$ cat src/rtl/core/uart8n1_pkg.sv
`default_nettype none
// ----------------------------------------------------------------------------
// UART 8N1 package
// Shared widths, reset values and bit-index codes for the UART transceiver.
// ----------------------------------------------------------------------------
package uart8n1_pkg;

    // frame format
    localparam int DATA_BITS  = 8;
    localparam int TICK_WIDTH = 16;
    localparam int SHIFT_W    = DATA_BITS + 1;
    localparam int IDX_W      = 4;

    typedef logic [TICK_WIDTH-1:0] tick_t;
    typedef logic [IDX_W-1:0]      bit_idx_t;
    typedef logic [DATA_BITS-1:0]  data_t;
    typedef logic [SHIFT_W-1:0]    tx_shift_t;

    // bit-period register
    localparam tick_t PERIOD_RESET = tick_t'(434);
    localparam tick_t PERIOD_MIN   = tick_t'(2);

    // positions within a frame
    localparam bit_idx_t IDX_START      = bit_idx_t'(0);
    localparam bit_idx_t IDX_FIRST_DATA = bit_idx_t'(1);
    localparam bit_idx_t IDX_LAST_DATA  = bit_idx_t'(DATA_BITS);
    localparam bit_idx_t IDX_STOP       = bit_idx_t'(DATA_BITS + 1);

    // idle transmit shift pattern
    localparam tx_shift_t TX_SHIFT_IDLE = '1;

endpackage : uart8n1_pkg
`default_nettype wire

$ cat src/rtl/core/uart_8n1_transceiver_unit.sv
`default_nettype none
// ----------------------------------------------------------------------------
// UART 8N1 transceiver
// Bit-period timed transmitter and mid-bit sampling receiver, one tick per item.
// ----------------------------------------------------------------------------
// Each input item is one tick of the bit timebase: the sampled receive line
// and an optional byte to send. The block takes one item every clock cycle
// and returns one result item per input item in the cycle after acceptance,
// from a single result register; in_ready is high while it is empty or being
// drained, so the sustained rate is one item per cycle. Data goes LSB first
// with a low start bit and a high stop bit, each bit_period ticks long
// (values below 2 act as 2). The receiver starts on a falling edge of an
// idle line, samples each data bit at its middle and presents the byte at
// the middle of the stop bit, whose level is not checked. The user writes
// bit_period on the cfg channel while no items are in flight; not enforced.
module uart_8n1_transceiver_unit
    import uart8n1_pkg::*;
(
    input  wire logic        clk,
    input  wire logic        rst_n,
    // configuration
    input  wire logic        cfg_valid,
    output logic             cfg_ready,
    input  wire logic [15:0] cfg_data,
    // input items
    input  wire logic        in_valid,
    output logic             in_ready,
    input  wire logic        rx_line,
    input  wire logic        tx_valid,
    input  wire logic [7:0]  tx_byte,
    // result items
    output logic             out_valid,
    input  wire logic        out_ready,
    output logic             tx_line,
    output logic             tx_ready,
    output logic             rx_valid,
    output logic [7:0]       rx_byte
);

    // configuration and state registers
    tick_t     bit_period_reg;
    tx_shift_t tx_shift_reg,      tx_shift_next;
    bit_idx_t  tx_bit_index_reg,  tx_bit_index_next;
    tick_t     tx_tick_count_reg, tx_tick_count_next;
    logic      tx_busy_reg,       tx_busy_next;
    data_t     rx_shift_reg,      rx_shift_next;
    bit_idx_t  rx_bit_index_reg,  rx_bit_index_next;
    tick_t     rx_tick_count_reg, rx_tick_count_next;
    logic      rx_busy_reg,       rx_busy_next;
    logic      rx_line_prev_reg;

    // result register
    logic      out_valid_reg;
    logic      out_tx_line_reg,  out_tx_line_next;
    logic      out_tx_ready_reg, out_tx_ready_next;
    logic      out_rx_valid_reg, out_rx_valid_next;
    data_t     out_rx_byte_reg,  out_rx_byte_next;

    logic      in_accept;
    tick_t     period;
    tick_t     tx_tick_inc;
    tick_t     rx_tick_inc;
    tick_t     rx_target;

    // handshakes
    assign cfg_ready = 1'b1;
    assign in_ready  = !out_valid_reg || out_ready;
    assign in_accept = in_valid && in_ready;

    // effective bit period
    assign period      = (bit_period_reg < PERIOD_MIN) ? PERIOD_MIN : bit_period_reg;
    assign tx_tick_inc = tx_tick_count_reg + tick_t'(1);
    assign rx_tick_inc = rx_tick_count_reg + tick_t'(1);
    assign rx_target   = (rx_bit_index_reg == IDX_START) ? (period >> 1) : period;

    // transmitter next state
    always_comb
    begin
        tx_shift_next      = tx_shift_reg;
        tx_bit_index_next  = tx_bit_index_reg;
        tx_tick_count_next = tx_tick_count_reg;
        tx_busy_next       = tx_busy_reg;
        if (!tx_busy_reg)
        begin
            if (tx_valid)
            begin
                tx_shift_next      = {1'b1, tx_byte};
                tx_bit_index_next  = IDX_START;
                tx_tick_count_next = '0;
                tx_busy_next       = 1'b1;
            end
        end
        else if (tx_tick_inc >= period)
        begin
            tx_tick_count_next = '0;
            if (tx_bit_index_reg >= IDX_FIRST_DATA && tx_bit_index_reg <= IDX_LAST_DATA)
            begin
                tx_shift_next = {1'b1, tx_shift_reg[SHIFT_W-1:1]};
            end
            if (tx_bit_index_reg >= IDX_STOP)
            begin
                tx_busy_next      = 1'b0;
                tx_bit_index_next = IDX_START;
                tx_shift_next     = TX_SHIFT_IDLE;
            end
            else
            begin
                tx_bit_index_next = tx_bit_index_reg + bit_idx_t'(1);
            end
        end
        else
        begin
            tx_tick_count_next = tx_tick_inc;
        end
    end

    // transmit line level after this tick
    always_comb
    begin
        out_tx_line_next = 1'b1;
        if (tx_busy_next)
        begin
            if (tx_bit_index_next == IDX_START)
            begin
                out_tx_line_next = 1'b0;
            end
            else if (tx_bit_index_next <= IDX_LAST_DATA)
            begin
                out_tx_line_next = tx_shift_next[0];
            end
        end
    end

    // receiver next state
    always_comb
    begin
        rx_shift_next      = rx_shift_reg;
        rx_bit_index_next  = rx_bit_index_reg;
        rx_tick_count_next = rx_tick_count_reg;
        rx_busy_next       = rx_busy_reg;
        out_rx_valid_next  = 1'b0;
        out_rx_byte_next   = '0;
        if (!rx_busy_reg)
        begin
            if (rx_line_prev_reg && !rx_line)
            begin
                rx_busy_next       = 1'b1;
                rx_bit_index_next  = IDX_START;
                rx_tick_count_next = '0;
                rx_shift_next      = '0;
            end
        end
        else if (rx_tick_inc >= rx_target)
        begin
            rx_tick_count_next = '0;
            if (rx_bit_index_reg >= IDX_FIRST_DATA && rx_bit_index_reg <= IDX_LAST_DATA)
            begin
                rx_shift_next = {rx_line, rx_shift_reg[DATA_BITS-1:1]};
            end
            if (rx_bit_index_reg >= IDX_STOP)
            begin
                out_rx_valid_next = 1'b1;
                out_rx_byte_next  = rx_shift_reg;
                rx_busy_next      = 1'b0;
                rx_bit_index_next = IDX_START;
            end
            else
            begin
                rx_bit_index_next = rx_bit_index_reg + bit_idx_t'(1);
            end
        end
        else
        begin
            rx_tick_count_next = rx_tick_inc;
        end
    end

    assign out_tx_ready_next = !tx_busy_reg;

    // configuration register
    always_ff @(posedge clk or negedge rst_n)
    begin
        if (!rst_n)
        begin
            bit_period_reg <= PERIOD_RESET;
        end
        else if (cfg_valid && cfg_ready)
        begin
            bit_period_reg <= cfg_data;
        end
    end

    // state update on each accepted item
    always_ff @(posedge clk or negedge rst_n)
    begin
        if (!rst_n)
        begin
            tx_shift_reg      <= TX_SHIFT_IDLE;
            tx_bit_index_reg  <= IDX_START;
            tx_tick_count_reg <= '0;
            tx_busy_reg       <= 1'b0;
            rx_shift_reg      <= '0;
            rx_bit_index_reg  <= IDX_START;
            rx_tick_count_reg <= '0;
            rx_busy_reg       <= 1'b0;
            rx_line_prev_reg  <= 1'b1;
        end
        else if (in_accept)
        begin
            tx_shift_reg      <= tx_shift_next;
            tx_bit_index_reg  <= tx_bit_index_next;
            tx_tick_count_reg <= tx_tick_count_next;
            tx_busy_reg       <= tx_busy_next;
            rx_shift_reg      <= rx_shift_next;
            rx_bit_index_reg  <= rx_bit_index_next;
            rx_tick_count_reg <= rx_tick_count_next;
            rx_busy_reg       <= rx_busy_next;
            rx_line_prev_reg  <= rx_line;
        end
    end

    // result valid flag
    always_ff @(posedge clk or negedge rst_n)
    begin
        if (!rst_n)
        begin
            out_valid_reg <= 1'b0;
        end
        else if (in_ready)
        begin
            out_valid_reg <= in_valid;
        end
    end

    // result payload
    always_ff @(posedge clk)
    begin
        if (in_accept)
        begin
            out_tx_line_reg  <= out_tx_line_next;
            out_tx_ready_reg <= out_tx_ready_next;
            out_rx_valid_reg <= out_rx_valid_next;
            out_rx_byte_reg  <= out_rx_byte_next;
        end
    end

    assign out_valid = out_valid_reg;
    assign tx_line   = out_tx_line_reg;
    assign tx_ready  = out_tx_ready_reg;
    assign rx_valid  = out_rx_valid_reg;
    assign rx_byte   = out_rx_byte_reg;

`ifndef SYNTHESIS
    // idle transmitter holds an all-ones shift pattern at bit zero
    a_tx_idle_clean: assert property (@(posedge clk) disable iff (!rst_n)
        !tx_busy_reg |-> (tx_shift_reg == TX_SHIFT_IDLE && tx_bit_index_reg == IDX_START))
        else $error("transmitter idle with stale shift or index");

    // bit indexes never run past the stop bit
    a_idx_range: assert property (@(posedge clk) disable iff (!rst_n)
        (tx_bit_index_reg <= IDX_STOP) && (rx_bit_index_reg <= IDX_STOP))
        else $error("bit index beyond stop bit");

    // a stalled result blocks new items
    a_stall_blocks: assert property (@(posedge clk) disable iff (!rst_n)
        (out_valid_reg && !out_ready) |-> !in_ready)
        else $error("item accepted over a pending result");

    // a received byte closes the frame
    a_rx_done: assert property (@(posedge clk) disable iff (!rst_n)
        (in_accept && out_rx_valid_next) |=> !rx_busy_reg)
        else $error("receiver still busy after delivering a byte");

    // an accepted offer on an idle transmitter starts a frame with a low start bit
    a_tx_start: assert property (@(posedge clk) disable iff (!rst_n)
        (in_accept && !tx_busy_reg && tx_valid) |=> (tx_busy_reg && !out_tx_line_reg))
        else $error("transmit frame did not start");
`endif

endmodule : uart_8n1_transceiver_unit
`default_nettype wire

$ cat config.mk
export PLATFORM = sky130hd
export DESIGN_NAME = uart_8n1_transceiver_unit
export DESIGN_NICKNAME = d
export VERILOG_FILES = /design/src/rtl/core/uart8n1_pkg.sv /design/src/rtl/core/uart_8n1_transceiver_unit.sv
export SDC_FILE = /design/constraint.sdc
export NUM_CORES = 1
export LEC_CHECK = 0
export BUFFER_PORTS_ARGS = -buffer_cell sky130_fd_sc_hd__buf_4
export CAP_MARGIN = 20
export CORE_ASPECT_RATIO = 1.5
export CORE_MARGIN = 5
export CORE_UTILIZATION = 28
export DETAILED_ROUTE_END_ITERATION = 16
export GPL_TIMING_DRIVEN = 1
export SKIP_LAST_GASP = 1
export SYNTH_ARGS = -nofsm -noshare
export SYNTH_HDL_FRONTEND = slang
export SYNTH_SLANG_ARGS = --single-unit
$ cat constraint.sdc
create_clock -name clk -period 5.1 [get_ports clk]
set_input_delay 1.275 -clock clk [delete_from_list [all_inputs] [get_ports clk]]
set_output_delay 1.275 -clock clk [all_outputs]
set_load 0.05 [all_outputs]
---- Word level (Yosys, flattened, before mapping) ----
Index checks and enable logic that the tools add are counted.
word-level totals
  flip-flop bits (word level) ............. 88
  bits in latches ......................... 0
  memory bits (writable) .................. 0
  memory bits (read-only) ................. 0
  input port bits ......................... 31
  output and inout bits ................... 14
  word-level logic and storage cells ...... 89
  memories ................................ 0
operators by class
  $add $sub $neg .......................... 4
  multiply operators ...................... 0
  div/mod/pow operators ................... 0
  magnitude comparators ................... 10
  equality and inequality tests ........... 4
  shifts and indexed selects .............. 0
  multiplexer cells ....................... 36
  bitwise operators ....................... 0
  reduce and logical (&&, ||, !) cells .... 19
operators by type and width
  cell                                                                number
  2-to-1 mux 16 bit                                                   8
  2-to-1 mux 9 bit                                                    5
  adder 16 x 1 -> 16 bit (second input constant)                      2
  greater-or-equal comparator 16 bit                                  2
  2-to-1 mux 4 bit                                                    8
  2-to-1 mux 8 bit                                                    4
  < comparator 16 x 2 -> 1 bit (second input constant)                1
  less-or-equal comparator 4 bit (second input constant)              3
  2-to-1 mux 1 bit                                                    11
  adder 4 x 1 -> 4 bit (second input constant)                        2
  greater-or-equal comparator 4 x 1 -> 1 bit (second input constant)  2
  greater-or-equal comparator 4 bit (second input constant)           2
  logical NOT 4 bit                                                   2
  AND reduction 4 bit                                                 2
  != test 2 x 1 -> 1 bit (second input constant)                      3
  AND reduction 2 bit                                                 3
  AND reduction 3 bit                                                 2
  logical AND 1 bit                                                   4
  nonzero test 2 bit                                                  2
  logical NOT 1 bit                                                   3
  != test 3 x 1 -> 1 bit (second input constant)                      1
  logical OR 1 bit                                                    1

---- Depth between registers and ports, before layout ----
  depth after elaboration ................. 8
  mapped depth ............................ 18
  gate-level depth less buffers ........... 15

---- Worst setup path before layout ----
OpenSTA, ideal clock, no wires.
  kind .................................... reg-to-reg
  start point ............................. register tx_tick_count_reg[0]
  end point ............................... register out_tx_line_reg (netlist: tx_line), data pin
  setup time .............................. 268 ps
  arrival ................................. 3649 ps
  data required time ...................... 4832 ps
  slack ................................... 1183 ps
  cell stages (with the launch flop) ...... 17
  path buffers ............................ 2
  clock period less this slack ............ 3917 ps
  cell sequence ........................... dfrtp_1 ha_1 nand3_1 or2_2 clkbuf_1 nor4_1 xor2_1 ha_1 nand4_1 nor4_1 or4b_1 and3_1 buf_2 nor4_1 nor4_1 o22ai_1 a21oi_1
between the ends
  cells in the longest elaborated chain, start to end .. 7
  elaborated cells between the ends (all ways) .. 12
  classes of those cells .................. 1 x add/sub; 2 x order compare; 8 x mux; 1 x reduce/logical
RTL lines
  element                               RTL line                          text
  start: declaration                    uart_8n1_transceiver_unit.sv:44   tick_t tx_tick_count_reg, tx_tick_count_next;
  start signal: assignment              uart_8n1_transceiver_unit.sv:212  tx_tick_count_reg <= tx_tick_count_next;
  adder 16 x 1 -> 16 bit *              uart_8n1_transceiver_unit.sv:72   assign tx_tick_inc = tx_tick_count_reg + tick_t'(1);
  greater-or-equal comparator 16 bit *  uart_8n1_transceiver_unit.sv:93   else if (tx_tick_inc >= period)
  2-to-1 mux 4 bit                      uart_8n1_transceiver_unit.sv:93
  2-to-1 mux 4 bit                      uart_8n1_transceiver_unit.sv:83   if (!tx_busy_reg)
  less-or-equal comparator 4 bit        uart_8n1_transceiver_unit.sv:127  else if (tx_bit_index_next <= IDX_LAST_DATA)
  2-to-1 mux 1 bit                      uart_8n1_transceiver_unit.sv:127
  2-to-1 mux 1 bit                      uart_8n1_transceiver_unit.sv:123  if (tx_bit_index_next == IDX_START)
  end signal: assignment                uart_8n1_transceiver_unit.sv:240  out_tx_line_reg <= out_tx_line_next;
  end: declaration                      uart_8n1_transceiver_unit.sv:54   logic out_tx_line_reg, out_tx_line_next;
Mark *: on every way between the ends. The rest lies on a longest branch, timed or not. The select of a mux whose other input is x is not followed.
A chain may end at the register's enable or synchronous reset.

---- Worst setup path after layout ----
Same ends and word-level chain as after synthesis.

==> results by group <==
Status
  • Outcome: complete, no violations

Global route
  • Global-route wire length before repair: 20600 um
  • Vias in the first global route: 3984
  • Initial antenna violation count: 0
  • Total GRT Usage: 0.120
  • Largest net degree at the start of global routing: 78
  • Grt total ovfl: 0

Timing
  • Sum Neg Setup Slack: 0 ps
  • Min Tclk post-route: 4290 ps
  • Hold Vio Cnt, Final: 0
  • Worst-margin pin slew: 822 ps
  • Worst Hold Slack: 455 ps
  • RSZ-0062 raised after global routing: no
  • Clock Skew: 7.59 ps
  • Final WS setup: 811 ps
  • Final worst path period share: 0.841
  • Max Fclk: 233 MHz
  • Slew HR: 0.451
  • Max-slew violation count: 0
  • Final setup viols: 0

Setup path
  • Delay of the slowest critical-path stage: 550 ps
  • Crit-path most repeated cell: nor4_1
  • Critical setup path kind: reg -> reg
  • CP cell instances: ha_1, nand3_1, or2_2, nor4_1, xor2_1, ha_1, nand4_1, nor4_1, or4b_1, and3_1, nor4_1, nor4_1, o22ai_1, a21oi_1
  • Crit-path max FO: 6
  • R2R depth: 14
  • Arr. time, crit path: 4360 ps
  • Max stage delay cell, worst path: or4b_1
  • Crit. End Element: flip-flop
  • CP required: 5170 ps
  • Startpoint Class: flip-flop

Placement
  • Area after DPL: 0.00588 mm^2
  • Port bufs: 43
  • Dpl ws: 826 ps
  • HPWL Detailed: 9620 um
  • Placer's final routability congestion estimate: 0.816

Route
  • Drt first-iter violations: 143
  • Vias per cell: 4.83
  • Detailed Route WL: 12600 um
  • Wire per inst: 14.9 um
  • Drt drc: 0
  • Remaining antenna violation count: 0
  • Drt pass-1 iters: 4
  • Via count: 4104

Logic synthesis
  • Synthesis-stage register bit count: 88
  • Post-synth top area share: 0.294
  • Avg Inst Size Synth: 9.52 um^2
  • Mapped cell area: 0.00528 mm^2
  • Cells after synthesis: 555
  • Post-synth EDFFs: 11
  • Synth cell count leaders: dfrtp_1 (62), nand2_1 (56), nor2_1 (46), ha_1 (41), o21ai_0 (33)
  • Sequential fraction of the synthesis area: 0.431
  • Synth Flop Type: dfrtp_1
  • Yosys warns: 0
  • Syn Nets: 627
  • Top cell type by total area after synthesis: dfrtp_1
  • Synth cell types: 52
  • Top-count cell post-synth: dfrtp_1
  • Top post-synthesis cells by area: dfrtp_1 (29%), ha_1 (9.7%), dfstp_2 (7.5%)
  • Async set or reset register ratio after synthesis: 0.875

Power and ir drop
  • Peak supply drop: 0.000163 V
  • Power Total: 0.00249 W
  • Lkg Pwr: 2.82 nW
  • PD cells: 401 mW/mm^2

Clock tree
  • Setup Fix Bufs, Post-CTS: 0
  • Number of CTS-inserted buffers: 9
  • Worst-path clk slew: 70 ps
  • Clock Latency Late Sink: 350 ps
  • Clock Root Buffer: clkbuf_16
  • CTS Hold Bufs: 0
  • H-tree depth: 3
  • CTS tree: built
  • CTS Sinks: 88
  • Quantity of gates resized following cts: 0
  • Longest Clk Path Bufs: 2

Final layout
  • Nets: 664
  • Fill cells: 1893
  • Seq. cell area: 0.00228 mm^2
  • ANT cells: 0
  • Layout cells sized above 1: 0.154
  • Post-route cell area: 0.00620 mm^2
  • Area Overhead vs Synth: 17.4%
  • Multi-input gate area: 0.00281 mm^2

Die
  • Die ar.: 0.0218 mm^2
  • Placeable Area: 0.0185 mm^2
  • # rows: 61
  • Die Width: 122 um
  • Die H: 178 um
  • I/O Pins: 45
  • Initial Util: 0.285

Job
  • Max_cap viols: 0

Worst hold path
  • Hold WC Path Type: reg -> reg
  • WHS Path Cells: 2
## critical path, delay by kind of cell (launching register included)
| kind | cells | cell delay, ps |
|---|---|---|
| xor+xnor | 1 | 160 |
| compound gates | 2 | 260 |
| flops | 1 | 430 |
| simple gates | 9 | 2600 |
| fa+ha+maj | 2 | 570 |
## final cells by class
cell class | count | area share
well taps | 252 | 0.0508
clock buffers | 9 | 0.0363
inverters | 23 | 0.0139
clock inverters | 7 | 0.0115
flip-flops and latches | 88 | 0.367
repair buffers | 53 | 0.0674
multi-input cells | 417 | 0.453
## path summary, 6_finish.rpt
path                                       endpoint  slack, ps                 start
worst max register to register              tx_line        810  tx_tick_count_reg[0]
min in group asynchronous       tx_bit_index_reg[0]        810                 rst_n
max in group asynchronous         bit_period_reg[1]       3660                 rst_n
worst min-delay path               rx_line_prev_reg        450      rx_line_prev_reg
worst min register to register     rx_line_prev_reg        450      rx_line_prev_reg
worst max-delay path                        tx_line        810  tx_tick_count_reg[0]
## where the power goes
part	internal, W	switching, W
combinational	0.000373	0.000459
sequential	0.000856	0.000135
clock	0.000346	0.000317
## per-stage QoR
stage               std cells  utilization
floorplan                 555            -
global route              849        0.335
global placement          832        0.317
CTS                       848        0.333
finish                    849        0.335
detailed placement        832        0.317
## per-layer routing
metal  GRT usage  vias to the layer above  part of all wire
met5           0                        -                 0
met2       0.228                       39              0.56
met3      0.0184                       13             0.020
met1       0.133                     1977              0.40
met4      0.0434                        0             0.021
li1            -                     2075                 -
## logic make-up after synthesis
group | count (synthesis) | share of synthesized area
flops | 88 | 0.431
simple gates | 196 | 0.180
buf+inv | 50 | 0.0369
other cells | 1 | 0.000710
mux | 19 | 0.0367
xor+xnor | 28 | 0.0464
fa+ha+maj | 41 | 0.0971
compound gates | 132 | 0.171
## cells in the final DEF, fill, tap and decap left out, drive strengths merged, types with 5 or more instances in the layout
master and n:
a22o 19, clkbuf 9, a221o 7, o21ai 34
o31ai 5, buf 53, edfxtp 11, dfrtp 62
nand2b 8, dfstp 15, inv 28, nor2 46
and3 8, xnor2 18, a32o 11, xor2 10
nand4 8, nor4 9, a21o 7, and2 11
mux2i 16, nand2 56, nor3 15, nand3 17
a21oi 29, ha 41, nor2b 7
Power figures use the tool's default switching activity.
